`config.mk`:
```
export PLATFORM = sky130hd
export DESIGN_NAME = arp_responder_frame_classifier
export DESIGN_NICKNAME = d
export VERILOG_FILES = /design/src/rtl/arpc_pkg.sv /design/src/rtl/arpc_front.sv /design/src/rtl/arpc_queue.sv /design/src/rtl/arpc_back.sv /design/src/rtl/arp_responder_frame_classifier.sv
export SDC_FILE = /design/constraint.sdc
export NUM_CORES = 1
export LEC_CHECK = 0
export ABC_AREA = 0
export BUFFER_PORTS_ARGS = -buffer_cell sky130_fd_sc_hd__buf_2
export CORE_UTILIZATION = 33
export CTS_CLUSTER_SIZE = 20
export DETAILED_ROUTE_END_ITERATION = 12
export GPL_ROUTABILITY_DRIVEN = 0
export PLACE_DENSITY = 0.53
export SLEW_MARGIN = 15
export SYNTH_ARGS = -nofsm -noshare
export SYNTH_HDL_FRONTEND = slang
export SYNTH_HIERARCHICAL = 1
export SYNTH_SLANG_ARGS = --single-unit
```
`constraint.sdc`:
```
create_clock -name clk -period 20.1 [get_ports clk]
set_input_delay 3.015 -clock clk [delete_from_list [all_inputs] [get_ports clk]]
set_output_delay 3.015 -clock clk [all_outputs]
set_load 0.1 [all_outputs]
```
`src/rtl/arpc_pkg.sv`:
```
// Shared types, constants and byte-lookup functions for the ARP responder frame classifier.
// Used by arpc_front, arpc_queue, arpc_back and the top level. No dependencies.
`default_nettype none

package arpc_pkg;

  localparam int unsigned IDX_W     = 11;
  localparam int unsigned STEP_W    = 6;
  localparam int unsigned REPLY_LEN = 60;
  localparam int unsigned MIN_FRAME = 60;
  localparam int unsigned ETH_HDR   = 14;

  localparam logic [15:0] TYPE_IP  = 16'h0800;
  localparam logic [15:0] TYPE_ARP = 16'h0806;
  localparam logic [15:0] OP_REQ   = 16'h0001;
  localparam logic [15:0] OP_REP   = 16'h0002;

  // Result kinds
  localparam logic [1:0] KIND_LEARN = 2'd0;
  localparam logic [1:0] KIND_TX    = 2'd1;
  localparam logic [1:0] KIND_IP    = 2'd2;

  // Configuration register indexes
  localparam logic REG_OWN_MAC = 1'b0;
  localparam logic REG_OWN_IP  = 1'b1;

  typedef enum logic [1:0] {
    JOB_IP,
    JOB_LEARN,
    JOB_REQ
  } job_kind_t;

  typedef struct packed {
    logic [7:0] rx_byte;
    logic       rx_last;
  } in_t;

  typedef struct packed {
    logic [1:0]  kind;
    logic [7:0]  tx_byte;
    logic [47:0] peer_mac;
    logic [31:0] peer_ip;
    logic [10:0] ip_length;
    logic        run_last;
  } out_t;

  // One classified frame, handed from front to back
  typedef struct packed {
    job_kind_t   kind;
    logic [10:0] ip_length;
    logic [47:0] peer_mac;
    logic [31:0] peer_ip;
    logic [47:0] own_mac;
    logic [31:0] own_ip;
  } job_t;

  // Fixed ARP header bytes 14..19 of a received frame
  function automatic logic [7:0] hdr_byte(input logic [2:0] k);
    logic [7:0] b;
    unique case (k)
      3'd0:    b = 8'h00;
      3'd1:    b = 8'h01;
      3'd2:    b = 8'h08;
      3'd3:    b = 8'h00;
      3'd4:    b = 8'h06;
      3'd5:    b = 8'h04;
      default: b = 8'h00;
    endcase
    return b;
  endfunction

  // Type, fixed header and opcode of the reply (reply bytes 12..21)
  function automatic logic [7:0] fixed_byte(input logic [3:0] k);
    logic [7:0] b;
    unique case (k)
      4'd0:    b = 8'h08;
      4'd1:    b = 8'h06;
      4'd2:    b = 8'h00;
      4'd3:    b = 8'h01;
      4'd4:    b = 8'h08;
      4'd5:    b = 8'h00;
      4'd6:    b = 8'h06;
      4'd7:    b = 8'h04;
      4'd8:    b = 8'h00;
      4'd9:    b = 8'h02;
      default: b = 8'h00;
    endcase
    return b;
  endfunction

  function automatic logic [7:0] mac_byte(input logic [47:0] mac, input logic [2:0] k);
    logic [5:0] sel;
    sel = 6'(3'd5 - k) << 3;
    return mac[sel +: 8];
  endfunction

  function automatic logic [7:0] ip_byte(input logic [31:0] ip, input logic [1:0] k);
    logic [4:0] sel;
    sel = 5'(2'd3 - k) << 3;
    return ip[sel +: 8];
  endfunction

  // Byte i of the zero-padded ARP reply frame
  function automatic logic [7:0] reply_byte(input logic [5:0] i,
                                            input logic [47:0] peer_mac,
                                            input logic [31:0] peer_ip,
                                            input logic [47:0] own_mac,
                                            input logic [31:0] own_ip);
    logic [7:0] b;
    b = 8'h00;
    if (i < 6'd6) begin
      b = mac_byte(peer_mac, 3'(i));
    end else if (i < 6'd12) begin
      b = mac_byte(own_mac, 3'(i - 6'd6));
    end else if (i < 6'd22) begin
      b = fixed_byte(4'(i - 6'd12));
    end else if (i < 6'd28) begin
      b = mac_byte(own_mac, 3'(i - 6'd22));
    end else if (i < 6'd32) begin
      b = ip_byte(own_ip, 2'(i - 6'd28));
    end else if (i < 6'd38) begin
      b = mac_byte(peer_mac, 3'(i - 6'd32));
    end else if (i < 6'd42) begin
      b = ip_byte(peer_ip, 2'(i - 6'd38));
    end
    return b;
  endfunction

endpackage

`default_nettype wire

```
`src/rtl/arpc_front.sv`:
```
// Receive-side parser: counts frame bytes, captures header fields, classifies at the last byte.
// Depends on arpc_pkg.
`default_nettype none

module arpc_front #(
  parameter int unsigned MAX_FRAME = 1514
) (
  input  wire logic               clk,
  input  wire logic               rst,
  input  wire logic               take,
  input  wire arpc_pkg::in_t      item,
  input  wire logic [47:0]        own_mac,
  input  wire logic [31:0]        own_ip,
  output logic                    job_push,
  output arpc_pkg::job_t          job
);

  localparam logic [arpc_pkg::IDX_W-1:0] MAX_IDX = arpc_pkg::IDX_W'(MAX_FRAME);

  logic [arpc_pkg::IDX_W-1:0] byte_index;
  logic [15:0]                frame_type;
  logic                       arp_header_ok;
  logic [15:0]                arp_opcode;
  logic [47:0]                sender_hw_addr;
  logic [31:0]                sender_proto_addr;
  logic [31:0]                target_proto_addr;

  logic                       keep;
  logic [arpc_pkg::IDX_W-1:0] kept_len;
  logic                       hdr_match;
  logic                       long_enough;
  logic                       is_ip;
  logic                       arp_ok;
  logic                       is_req;
  logic                       is_rep;

  assign keep     = byte_index < MAX_IDX;
  assign kept_len = keep ? byte_index + arpc_pkg::IDX_W'(1) : byte_index;
  assign hdr_match = item.rx_byte == arpc_pkg::hdr_byte(3'(byte_index - 11'd14));

  // All captured fields end by byte 41, so any frame of 60 or more is complete here
  assign long_enough = kept_len >= arpc_pkg::IDX_W'(arpc_pkg::MIN_FRAME);
  assign is_ip  = frame_type == arpc_pkg::TYPE_IP;
  assign arp_ok = (frame_type == arpc_pkg::TYPE_ARP) && arp_header_ok &&
                  (target_proto_addr == own_ip);
  assign is_req = arp_ok && (arp_opcode == arpc_pkg::OP_REQ);
  assign is_rep = arp_ok && (arp_opcode == arpc_pkg::OP_REP);

  assign job_push = take && item.rx_last && long_enough && (is_ip || is_req || is_rep);

  always_comb begin
    job           = '0;
    job.kind      = is_ip ? arpc_pkg::JOB_IP : (is_req ? arpc_pkg::JOB_REQ : arpc_pkg::JOB_LEARN);
    job.ip_length = kept_len - arpc_pkg::IDX_W'(arpc_pkg::ETH_HDR);
    job.peer_mac  = sender_hw_addr;
    job.peer_ip   = sender_proto_addr;
    job.own_mac   = own_mac;
    job.own_ip    = own_ip;
  end

  always_ff @(posedge clk) begin
    if (rst) begin
      byte_index <= '0;
    end else if (take) begin
      if (item.rx_last) begin
        byte_index <= '0;
      end else begin
        byte_index <= kept_len;
      end
    end
  end

  // Field capture; every field is rewritten by each frame before it is looked at
  always_ff @(posedge clk) begin
    if (take && keep) begin
      if (byte_index == 11'd12 || byte_index == 11'd13) begin
        frame_type <= {frame_type[7:0], item.rx_byte};
      end else if (byte_index >= 11'd14 && byte_index <= 11'd19) begin
        arp_header_ok <= (byte_index == 11'd14) ? hdr_match : (arp_header_ok & hdr_match);
      end else if (byte_index == 11'd20 || byte_index == 11'd21) begin
        arp_opcode <= {arp_opcode[7:0], item.rx_byte};
      end else if (byte_index >= 11'd22 && byte_index <= 11'd27) begin
        sender_hw_addr <= {sender_hw_addr[39:0], item.rx_byte};
      end else if (byte_index >= 11'd28 && byte_index <= 11'd31) begin
        sender_proto_addr <= {sender_proto_addr[23:0], item.rx_byte};
      end else if (byte_index >= 11'd38 && byte_index <= 11'd41) begin
        target_proto_addr <= {target_proto_addr[23:0], item.rx_byte};
      end
    end
  end

endmodule

`default_nettype wire

```
`src/rtl/arpc_queue.sv`:
```
// Two-entry job queue between the parser and the result generator.
// Depends on arpc_pkg.
`default_nettype none

module arpc_queue (
  input  wire logic           clk,
  input  wire logic           rst,
  input  wire logic           wr,
  input  wire arpc_pkg::job_t din,
  input  wire logic           rd,
  output arpc_pkg::job_t      head,
  output logic                q_empty,
  output logic                q_full
);

  arpc_pkg::job_t slot [2];
  logic           wr_ptr;
  logic           rd_ptr;
  logic [1:0]     count;

  assign q_empty = count == 2'd0;
  assign q_full  = count == 2'd2;
  assign head    = slot[rd_ptr];

  always_ff @(posedge clk) begin
    if (wr) begin
      slot[wr_ptr] <= din;
    end
  end

  always_ff @(posedge clk) begin
    if (rst) begin
      wr_ptr <= 1'b0;
      rd_ptr <= 1'b0;
      count  <= 2'd0;
    end else begin
      if (wr) begin
        wr_ptr <= ~wr_ptr;
      end
      if (rd) begin
        rd_ptr <= ~rd_ptr;
      end
      unique case ({wr, rd})
        2'b10:   count <= count + 2'd1;
        2'b01:   count <= count - 2'd1;
        default: count <= count;
      endcase
    end
  end

endmodule

`default_nettype wire

```
`src/rtl/arpc_back.sv`:
```
// Result generator: walks the head job, one result per transfer, into an output register.
// Depends on arpc_pkg.
`default_nettype none

module arpc_back (
  input  wire logic           clk,
  input  wire logic           rst,
  input  wire arpc_pkg::job_t head,
  input  wire logic           q_empty,
  output logic                job_pop,
  output logic                empty,
  input  wire logic           pop,
  output arpc_pkg::out_t      result
);

  localparam logic [arpc_pkg::STEP_W-1:0] LAST_STEP = arpc_pkg::STEP_W'(arpc_pkg::REPLY_LEN);

  logic [arpc_pkg::STEP_W-1:0] step;
  logic                        out_valid;
  logic                        out_free;
  logic                        fire;
  arpc_pkg::out_t              r;

  assign out_free = !out_valid || pop;
  assign fire     = !q_empty && out_free;
  assign job_pop  = fire && r.run_last;
  assign empty    = !out_valid;

  always_comb begin
    r = '0;
    unique case (head.kind)
      arpc_pkg::JOB_IP: begin
        r.kind      = arpc_pkg::KIND_IP;
        r.ip_length = head.ip_length;
        r.run_last  = 1'b1;
      end
      arpc_pkg::JOB_LEARN: begin
        r.kind     = arpc_pkg::KIND_LEARN;
        r.peer_mac = head.peer_mac;
        r.peer_ip  = head.peer_ip;
        r.run_last = 1'b1;
      end
      arpc_pkg::JOB_REQ: begin
        if (step == '0) begin
          r.kind     = arpc_pkg::KIND_LEARN;
          r.peer_mac = head.peer_mac;
          r.peer_ip  = head.peer_ip;
        end else begin
          r.kind     = arpc_pkg::KIND_TX;
          r.tx_byte  = arpc_pkg::reply_byte(step - 6'd1, head.peer_mac, head.peer_ip,
                                            head.own_mac, head.own_ip);
          r.run_last = step == LAST_STEP;
        end
      end
      default: begin
        r.run_last = 1'b1;
      end
    endcase
  end

  always_ff @(posedge clk) begin
    if (rst) begin
      step      <= '0;
      out_valid <= 1'b0;
    end else begin
      if (fire) begin
        step      <= r.run_last ? '0 : step + 6'd1;
        out_valid <= 1'b1;
      end else if (pop) begin
        out_valid <= 1'b0;
      end
    end
  end

  always_ff @(posedge clk) begin
    if (fire) begin
      result <= r;
    end
  end

endmodule

`default_nettype wire

```
`src/rtl/arp_responder_frame_classifier.sv`:
```
// ARP responder frame classifier, top level: config registers, parser, job queue, generator.
// Depends on arpc_pkg, arpc_front, arpc_queue and arpc_back.
//
// Usage
//   Input queue side: one received Ethernet byte per transfer (push while full is low),
//   starting at the destination MAC, rx_last on the final byte. A frame streams in at
//   one byte per cycle; full only rises while two classified frames wait for output.
//   Output queue side: results sit on result while empty is low; pop takes one.
//   An IPv4 frame gives one result (its kept length minus 14); an ARP request or reply for
//   own_ip with a good fixed header gives a learn result, and a request adds the 60 bytes
//   of the reply, 61 in all. Frames under 60 bytes, other types and other ARP give nothing.
// Result timing and rate
//   The first result of a frame passes the job queue and then the output register after
//   its last byte is taken, if no earlier job waits and the output is free. Results then
//   leave at one per cycle while pop is high; the rate is set by the single output register.
// Reset and stalls
//   rst (synchronous) clears the byte count, job queue, output valid flag and own_mac
//   and own_ip. A stalled receiver holds the current result; the two-entry job queue
//   absorbs frames behind it until it fills, after which full holds the sender.
//   own_mac and own_ip are sampled when a frame's last byte is taken.
`default_nettype none

module arp_responder_frame_classifier #(
  parameter int unsigned MAX_FRAME = 1514
) (
  input  wire logic           clk,
  input  wire logic           rst,
  // configuration
  input  wire logic           wr_en,
  input  wire logic           wr_index,
  input  wire logic [47:0]    wr_data,
  // receive bytes
  input  wire logic           push,
  output logic                full,
  input  wire arpc_pkg::in_t  item,
  // results
  output logic                empty,
  input  wire logic           pop,
  output arpc_pkg::out_t      result
);

  logic [47:0]    own_mac;
  logic [31:0]    own_ip;

  logic           take;
  logic           job_push;
  logic           job_pop;
  logic           job_empty;
  logic           job_full;
  arpc_pkg::job_t job_in;
  arpc_pkg::job_t job_head;

  // Configuration registers
  always_ff @(posedge clk) begin
    if (rst) begin
      own_mac <= '0;
      own_ip  <= '0;
    end else if (wr_en) begin
      unique case (wr_index)
        arpc_pkg::REG_OWN_MAC: own_mac <= wr_data;
        arpc_pkg::REG_OWN_IP:  own_ip  <= wr_data[31:0];
        default:               own_ip  <= own_ip;
      endcase
    end
  end

  // Back-pressure only when no room for a classified frame
  assign full = job_full;
  assign take = push && !full;

  arpc_front #(
    .MAX_FRAME (MAX_FRAME)
  ) u_front (
    .clk      (clk),
    .rst      (rst),
    .take     (take),
    .item     (item),
    .own_mac  (own_mac),
    .own_ip   (own_ip),
    .job_push (job_push),
    .job      (job_in)
  );

  arpc_queue u_queue (
    .clk     (clk),
    .rst     (rst),
    .wr      (job_push),
    .din     (job_in),
    .rd      (job_pop),
    .head    (job_head),
    .q_empty (job_empty),
    .q_full  (job_full)
  );

  arpc_back u_back (
    .clk     (clk),
    .rst     (rst),
    .head    (job_head),
    .q_empty (job_empty),
    .job_pop (job_pop),
    .empty   (empty),
    .pop     (pop),
    .result  (result)
  );

  // A job is never written into a full queue
  a_no_overflow: assert property (@(posedge clk) disable iff (rst) !(job_push && job_full))
    else $error("job queue overflow");

  // Only a final byte can create a job
  a_push_on_last: assert property (@(posedge clk) disable iff (rst)
                                   job_push |-> (take && item.rx_last))
    else $error("job pushed without a final byte transfer");

  // A job is only retired while one is present, and then a result is loaded
  a_pop_valid: assert property (@(posedge clk) disable iff (rst)
                                job_pop |=> (!empty && result.run_last))
    else $error("job retired without its final result");

endmodule

`default_nettype wire

```
==> results of run 1 <==
[final timing paths]
check	from	to	slack, ns	cells past startpoint
setup / recovery	push	u_queue/slot[1][79]$_DFFE_PP_	14.84	6
hold / removal	u_front/sender_proto_addr[27]$_DFFE_PP_	u_queue/slot[1][107]$_DFFE_PP_	0.43	0
setup reg to reg	u_front/byte_index[2]$_SDFFE_PP0P_	u_queue/slot[1][79]$_DFFE_PP_	15.28	9
hold reg to reg	u_front/sender_proto_addr[27]$_DFFE_PP_	u_queue/slot[1][107]$_DFFE_PP_	0.43	0
[logic make-up (layout without fill, tap and decap cells)]
logic type | count (synthesis) | after routing | synth area share
AO/OA/AOI/OAI | 134 | 134 | 0.0319
multiplexers | 289 | 289 | 0.121
adder cells (fa/ha/maj) | 22 | 22 | 0.00950
AND/OR/NAND/NOR | 414 | 414 | 0.0870
buffers and inverters | 194 | 341 | 0.0439
XOR/XNOR | 63 | 63 | 0.0205
flip-flops | 696 | 696 | 0.686
[power breakdown]
part | switching (mW) | internal [mW]
registers | 0.0104 | 1.56
logic | 0.0259 | 0.0202
clock network | 0.562 | 0.763
total | 0.598 | 2.34
[layer usage]
metal  track usage  wire (um)  vias up
met5             0         86        -
met3        0.0271       2710      106
li1              -          -     6870
met1         0.183      27800     7425
met4        0.0397       1220       14
met2         0.236      31100      315
[area by class of cell]
type	count	area, um^2
Clock inverter	37	419
Timing Repair Buffer	184	968
Tap cell	1155	1450
Multi-Input combinational cell	922	7880
Inverter	25	93.8
Clock buffer	95	1930
Fill cell	8110	54300
Sequential cell	696	19900
[cell usage in the layout (no fill, tap or decap), drive strengths merged, types with 6 or more instances in the layout]
cell,n
edfxtp,593
buf,184
mux2,173
nand2b,122
dfxtp,103
and2,102
clkbuf,95
mux2i,84
xnor2,45
nor2,44
o21ai,41
mux4,32
nand2,32
a21oi,30
inv,30
clkinv,25
ha,22
nand3,21
nor3,19
xor2,18
nand4,17
nor4,13
nand4bb,9
or4bb,7
a211oi,7
bufinv,6
a22oi,6
nor2b,6
[worst register-to-register path: stages (launching register included)]
cell and delay, ns:
sky130_fd_sc_hd__dfxtp_1 0.60, sky130_fd_sc_hd__ha_1 0.45, sky130_fd_sc_hd__nand2_1 0.26, sky130_fd_sc_hd__nor4b_1 0.42, sky130_fd_sc_hd__xor2_1 0.32, sky130_fd_sc_hd__nand2b_1 0.18, sky130_fd_sc_hd__a311o_1 0.14, sky130_fd_sc_hd__o2111a_1 0.26
sky130_fd_sc_hd__and2_4 0.90, sky130_fd_sc_hd__buf_4 0.84
[synthesized netlist by cell type (5+ instances only)]
cell type / n / area, um^2
sky130_fd_sc_hd__xnor2_1: 44 / 385
sky130_fd_sc_hd__a211oi_1: 6 / 45.0
sky130_fd_sc_hd__buf_6: 5 / 56.3
sky130_fd_sc_hd__nor4_1: 13 / 81.3
sky130_fd_sc_hd__dfxtp_1: 103 / 2060
sky130_fd_sc_hd__mux2i_1: 84 / 841
sky130_fd_sc_hd__or3_1: 5 / 31.3
sky130_fd_sc_hd__buf_2: 17 / 85.1
sky130_fd_sc_hd__nand4bb_1: 9 / 101
sky130_fd_sc_hd__nand2_1: 31 / 116
sky130_fd_sc_hd__mux2_2: 173 / 1950
sky130_fd_sc_hd__buf_12: 5 / 100
sky130_fd_sc_hd__clkbuf_1: 32 / 120
sky130_fd_sc_hd__nor2b_1: 5 / 31.3
sky130_fd_sc_hd__edfxtp_1: 593 / 17800
sky130_fd_sc_hd__ha_1: 22 / 275
sky130_fd_sc_hd__a22oi_1: 6 / 45.0
sky130_fd_sc_hd__or4bb_1: 7 / 78.8
sky130_fd_sc_hd__o21ai_0: 39 / 195
sky130_fd_sc_hd__inv_1: 24 / 90.1
sky130_fd_sc_hd__nor2_1: 44 / 165
sky130_fd_sc_hd__nand2b_1: 122 / 763
sky130_fd_sc_hd__o22ai_1: 5 / 31.3
sky130_fd_sc_hd__nand3_1: 19 / 95.1
sky130_fd_sc_hd__a21oi_1: 29 / 145
sky130_fd_sc_hd__xor2_1: 15 / 131
sky130_fd_sc_hd__and2_1: 102 / 638
sky130_fd_sc_hd__buf_4: 107 / 803
sky130_fd_sc_hd__mux4_2: 32 / 721
sky130_fd_sc_hd__nor3_1: 17 / 85.1
sky130_fd_sc_hd__nand4_1: 17 / 106
[sequential cells by signal (all words and copies together), names as in the netlist, named ones only]
signal / count
u_back/step: 6
u_front/arp_header_ok: 1
u_front/sender_hw_addr: 48
u_back/out_valid: 1
u_front/frame_type: 16
own_mac: 48
u_front/sender_proto_addr: 32
u_front/byte_index: 11
u_back/result: 102
u_queue/rd_ptr: 1
own_ip: 32
u_front/target_proto_addr: 32
u_front/arp_opcode: 16
u_queue/wr_ptr: 1
u_queue/slot: 346
u_queue/count: 2
==> results.toml, run 1 <==
[status]
status = "finished clean"

[cts]
clk_root_buffer_cell = "sky130_fd_sc_hd__clkbuf_16"
number_of_sinks_driven_by_the_clock_tree = 696
clkSlewWorstSetupHoldPaths_ns = 0.06
clk_latency_ns = 0.62
cts_htree_levels = 3
tritoncts = "done"
cts_inserted_buffers = 73
cts_post_setup_buffers_inserted = 0
hold_buffers = 0
cts_buffer_depth = 3
cts_repair_resize_count = 0

[pwr]
total_leakage_power_nw = 10.9
vdd_drop_max_v = 0.0000488
power.total_mw = 2.94
power_density_nw_per_um2 = 90.2

[worst_hold_path]
worst_hold_path_type = "flop to flop"

[flow_run]
cap_viol_max_count = 0

[final_layout]
drive_above_1_share = 0.268
finalNetCount = 1987
final_core_util = 0.375
antenna_cells = 0
area_growth_pct = 12.6
postLayoutCellArea_um2 = 32600
fin_cells = 3114

[placed_design]
detailed_place_hpwl_um = 40300
placed_cell_area_um2 = 30300
detailedPlace.worstSlack_ns = 14.13
post-place-cells = 2982
io_buffer_count = 166

[floorplanning]
floorplan.die.width_um = 298
core_um2 = 86900
placement_rows = 108
initial_core_util = 0.333
io_pins = 167
die_area_um2 = 88900
die-height_um = 298

[timing]
timing_hold_violations_final = 0
timing.final.crit_period_ns = 5.26
grt_setup_unrepaired = "false"
finalMaxSlewViolations = 0
worst-slew-pin-transition_ns = 1.17
fin_hold_ws_ns = 0.433
slew_headroom = 0.222
final.period_utilization = 0.262
final-setup-viol-count = 0
clock_skew_ns = 0.0344
finalWorstSetupSlack_ns = 14.84
setup-tns-final_ns = 0
max_clock_freq_mhz = 190

[yosys]
synth_unique_cells = 83
synth_sequential_area_ratio = 0.686
async_reset_ff_frac = 0
yosysWarnings = 6
synth-edff-count = 593
synthesis.instances = 1812
synth_nets = 1897
yosys_register_bits = 696
postSynthAreaPerCell_um2 = 16.0
primary_ff_master_synth = "sky130_fd_sc_hd__edfxtp_1"
synth.cell_area_um2 = 29000

[setup_path]
cp_top_family = "buffers and inverters"
critical_path.n_buffers_inverters = 3
critical_path.most_common_cell = "sky130_fd_sc_hd__buf_4"
crit_chain = "buf_2 -> nor2b_1 -> buf_4 -> o2111a_1 -> and2_4 -> buf_4"
timing.setup.critical_path_class = "input pin to flop"
setup.worst_path.end_class = "flop"
cpMaxStageDelayCell = "sky130_fd_sc_hd__and2_4"
timing.critical_path.arrival_ns = 5.48
critical_path_required_ns = 20.32
crit_path_start_kind = "input pin"
critical_path_max_stage_delay_ns = 0.90
timing.critical_path.fanout_max = 73

[global_routing]
track_usage = 0.140
antenna_found_initial = 9
grt_max_degree = 102
global_route_wire_length_before_repair_um = 94800
grt_pass1_vias = 15100
grt_overflow_total = 0

[route]
detail_route.iter0.violations = 1011
detail_route.first_pass.iterations = 7
routed-via-count = 14700
via_per_inst = 4.73
wirelength_um = 63000
postRouteAntennaNets = 0
wl_per_cell_um = 20.2
drc = 0
Power figures use the tool's default switching activity.
==> run 2: changes to the inputs <==
--- a/config.mk
+++ b/config.mk
@@ -5,13 +5,13 @@
 export SDC_FILE = /design/constraint.sdc
 export NUM_CORES = 1
 export LEC_CHECK = 0
-export ABC_AREA = 0
+export ABC_AREA = 1
 export BUFFER_PORTS_ARGS = -buffer_cell sky130_fd_sc_hd__buf_2
 export CORE_UTILIZATION = 33
 export CTS_CLUSTER_SIZE = 20
 export DETAILED_ROUTE_END_ITERATION = 12
 export GPL_ROUTABILITY_DRIVEN = 0
-export PLACE_DENSITY = 0.53
+export PLACE_DENSITY = 0.55
 export SLEW_MARGIN = 15
 export SYNTH_ARGS = -nofsm -noshare
 export SYNTH_HDL_FRONTEND = slang
==> constraint.sdc (replaced) <==
create_clock -name clk -period 4.6 [get_ports clk]
set_input_delay 0.69 -clock clk [delete_from_list [all_inputs] [get_ports clk]]
set_output_delay 0.69 -clock clk [all_outputs]
set_load 0.1 [all_outputs]
==> results.toml, run 2 <==
[final_layout]
drive_above_1_share = 0.227
fillers = 8415
largest_reg_flops = 346
final_common_cell = "sky130_fd_sc_hd__edfxtp_1"
regMostFlops = "u_queue/slot"
finalNetCount = 2596
fin_cells = 3738
largestRegisters = "u_queue/slot x346, u_back/result x102"
mostFrequentLayoutCells = "sky130_fd_sc_hd__edfxtp_1 (593), sky130_fd_sc_hd__nand2_1 (313), sky130_fd_sc_hd__nor2_1 (291), sky130_fd_sc_hd__inv_1 (234), sky130_fd_sc_hd__mux2_2 (173)"
area_growth_pct = 13.5

[yosys]
synth_nets = 2496
postSynthAreaPerCell_um2 = 12.2
synth-edff-count = 593
post_synth_most_frequent_cells = "sky130_fd_sc_hd__edfxtp_1 (593), sky130_fd_sc_hd__nand2_1 (314), sky130_fd_sc_hd__nor2_1 (294)"
area_share_of_the_leading_cell_type_in_the_synthesized_netlist = 0.604
synthMostInstantiatedCell = "sky130_fd_sc_hd__edfxtp_1"
synth_sequential_area_ratio = 0.674
async_reset_ff_frac = 0
synthesis.instances = 2411
largest_cells_by_area_after_synthesis = "sky130_fd_sc_hd__edfxtp_1 (60%), sky130_fd_sc_hd__dfxtp_1 (7.0%), sky130_fd_sc_hd__mux2_2 (6.6%)"
yosys_register_bits = 696
synth_area_leader_cell = "sky130_fd_sc_hd__edfxtp_1"
yosysWarnings = 6
synth_unique_cells = 53
synth.cell_area_um2 = 29500
primary_ff_master_synth = "sky130_fd_sc_hd__edfxtp_1"

[route]
wirelength_um = 68200
postRouteAntennaNets = 0
detail_route.iter0.violations = 1319
detail_route.first_pass.iterations = 10
drc = 19
wl_per_cell_um = 18.2
via_per_inst = 4.68
routed-via-count = 17500

[setup_path]
crit_chain = "nor2_2 -> nand2_1 -> nor2_2 -> nor2_2 -> nand2_2 -> nand2_2 -> inv_2 -> nand2_4 -> inv_1 -> nand2_1 -> nor2_1 -> nor2_1 -> inv_1 -> nor2_4 -> buf_12"
r2r-end = "u_queue/slot[0][129]$_DFFE_PP_"
timing.critical_path.fanout_max = 35
critical_path_required_ns = 4.89
reg2regPathDepth = 15
critical_path_max_stage_delay_ns = 0.77
critical_path.most_common_cell = "sky130_fd_sc_hd__nor2_2"
critical_path.reg2reg.startpoint = "u_front/byte_index[4]$_SDFFE_PP0P_"
crit_path_start_kind = "flop"
cpMaxStageDelayCell = "sky130_fd_sc_hd__nor2_4"
timing.setup.critical_path_class = "flop to flop"
register_to_register_setup_slack_ns = 0.93
setup.worst_path.end_class = "flop"
timing.critical_path.arrival_ns = 3.96

[pwr]
switchingPower_mw = 7.75
power_density_nw_per_um2 = 601
switching_share = 0.385
combPwrFrac = 0.328
pwr-share-seq = 0.377
vdd_drop_max_v = 0.000393
total_leakage_power_nw = 12.4
power.total_mw = 20.1
power_report.internal_total_mw = 12.4
clkPwrFrac = 0.295

[timing]
final-setup-viol-count = 0
clock_skew_ns = 0.0294
max_clock_freq_mhz = 272
final.period_utilization = 0.799
grt_setup_unrepaired = "false"
slew_headroom = 0.267
finalMaxSlewViolations = 0
setup-tns-final_ns = 0
worst-slew-pin-transition_ns = 1.10
timing.final.crit_period_ns = 3.67
timing_hold_violations_final = 0

[global_routing]
track_usage = 0.149
grt_max_degree = 104
grt_overflow_total = 0
global_route_wire_length_before_repair_um = 103000
antenna_found_initial = 9
grt_pass1_vias = 17500

[cts]
number_of_sinks_driven_by_the_clock_tree = 696
tritoncts = "done"
clk_latency_ns = 0.63
cts_post_setup_buffers_inserted = 0
cts_inserted_buffers = 72
cts_htree_levels = 3
cts_repair_resize_count = 0
clk_root_buffer_cell = "sky130_fd_sc_hd__clkbuf_16"
cts_buffer_depth = 3
hold_buffers = 0
clkSlewWorstSetupHoldPaths_ns = 0.06

[floorplanning]
initial_core_util = 0.333
floorplan.die.width_um = 301
io_pins = 167
core_um2 = 88500
die-height_um = 301
die_area_um2 = 90600
placement_rows = 109

[worst_hold_path]
timing.hold.worst.start = "wr_data[19]"
holdPathStages = 3
worst_hold_path_type = "input pin to flop"
holdPathEnd = "own_ip[19]$_SDFFE_PP0P_"

[flow_run]
cap_viol_max_count = 0

[status]
violations_in_the_final_reports = "design-rule violations"
status = "complete, but fails checks"

[placed_design]
io_buffer_count = 166
detailed_place_hpwl_um = 45700
post-place-cells = 3602
run 2: cell count changes in the layout (fill, tap and decap cells not counted), sizes merged, moves of 38 or more:
cell	before	now
and2	102	1
nand3	21	126
nor2	44	319
a21oi	30	119
nand2b	122	0
o21ai	41	98
nand2	32	339
mux2i	84	4
xnor2	45	7
inv	30	256
run 2: cell type report:
cell class,count,area (um^2),share of cell area
Tap cell,1165,1460,0.0435
Clock inverter,32,418,0.0125
Sequential cell,696,19900,0.594
Antenna cell,3,7.51,0.000224
Clock buffer,101,2010,0.0602
Inverter,253,966,0.0288
Timing Repair Buffer,203,1250,0.0372
Multi-Input combinational cell,1285,7490,0.224
run 2: per-layer routing:
layer  GRT usage  share of wire  routed length [um]
met5           0         0.0011                  74
met3      0.0240          0.045                3070
met2       0.257           0.50               33900
met4      0.0563          0.030                2070
met1       0.188           0.43               29100
run 2: power by group through the flow:
stage / clock network (mW) / logic [mW] / registers [mW]
finish: 5.94 / 6.61 / 7.59
global route: 6.33 / 6.99 / 7.64
CTS: 6.12 / 6.67 / 7.61
detailed placement: 0 / 6.65 / 7.74
global placement: 0 / 6.63 / 7.73
floorplan: 0 / 2.90 / 10.1
run 2: kinds of logic (layout without fill, tap and decap cells):
family,count (synthesis),after routing,synth area share
flip-flops,696,696,0.674
AO/OA/AOI/OAI,249,249,0.0461
buffers and inverters,430,589,0.0765
AND/OR/NAND/NOR,812,812,0.119
adder cells (fa/ha/maj),22,22,0.00933
other,0,3,0
multiplexers,177,177,0.0674
XOR/XNOR,25,25,0.00806
run 2: how the worst max path moves through the flow:
stage | startpoint | endpoint | slack [ns] | cells after the start
final | u_front/byte_index[4]$_SDFFE_PP0P_ | u_queue/slot[0][129]$_DFFE_PP_ | 0.93 | 15
after floorplan | u_front/byte_index[1]$_SDFFE_PP0P_ | u_queue/slot[0][0]$_DFFE_PP_ | 0.0008 | 16
after detailed placement | u_front/byte_index[4]$_SDFFE_PP0P_ | u_queue/slot[0][157]$_DFFE_PP_ | 0.95 | 15
after CTS | u_front/byte_index[4]$_SDFFE_PP0P_ | u_queue/slot[0][140]$_DFFE_PP_ | 0.91 | 15
after global placement | u_front/byte_index[4]$_SDFFE_PP0P_ | u_queue/slot[0][157]$_DFFE_PP_ | 0.98 | 15
after global routing | u_front/byte_index[4]$_SDFFE_PP0P_ | u_queue/slot[0][156]$_DFFE_PP_ | 0.69 | 15
run 2: critical path: cells and delay by family (launching register included):
kind,cells,cell delay [ns]
simple gates,11,2.13
flops,1,0.63
buf+inv,4,0.54
run 2: through the flow:
| step | area [um^2] | util | setup slack [ns] | hold slack, ns |
|---|---|---|---|---|
| global placement | 31000 | 0.351 | 0.976 | 0.423 |
| CTS | 33500 | 0.378 | 0.908 | 0.308 |
| detailed placement | 31000 | 0.351 | 0.953 | 0.435 |
| floorplan | 29600 | - | 0.000786 | 0.421 |
| global route | 33500 | 0.378 | 0.689 | 0.348 |
| finish | 33500 | 0.378 | 0.927 | 0.350 |
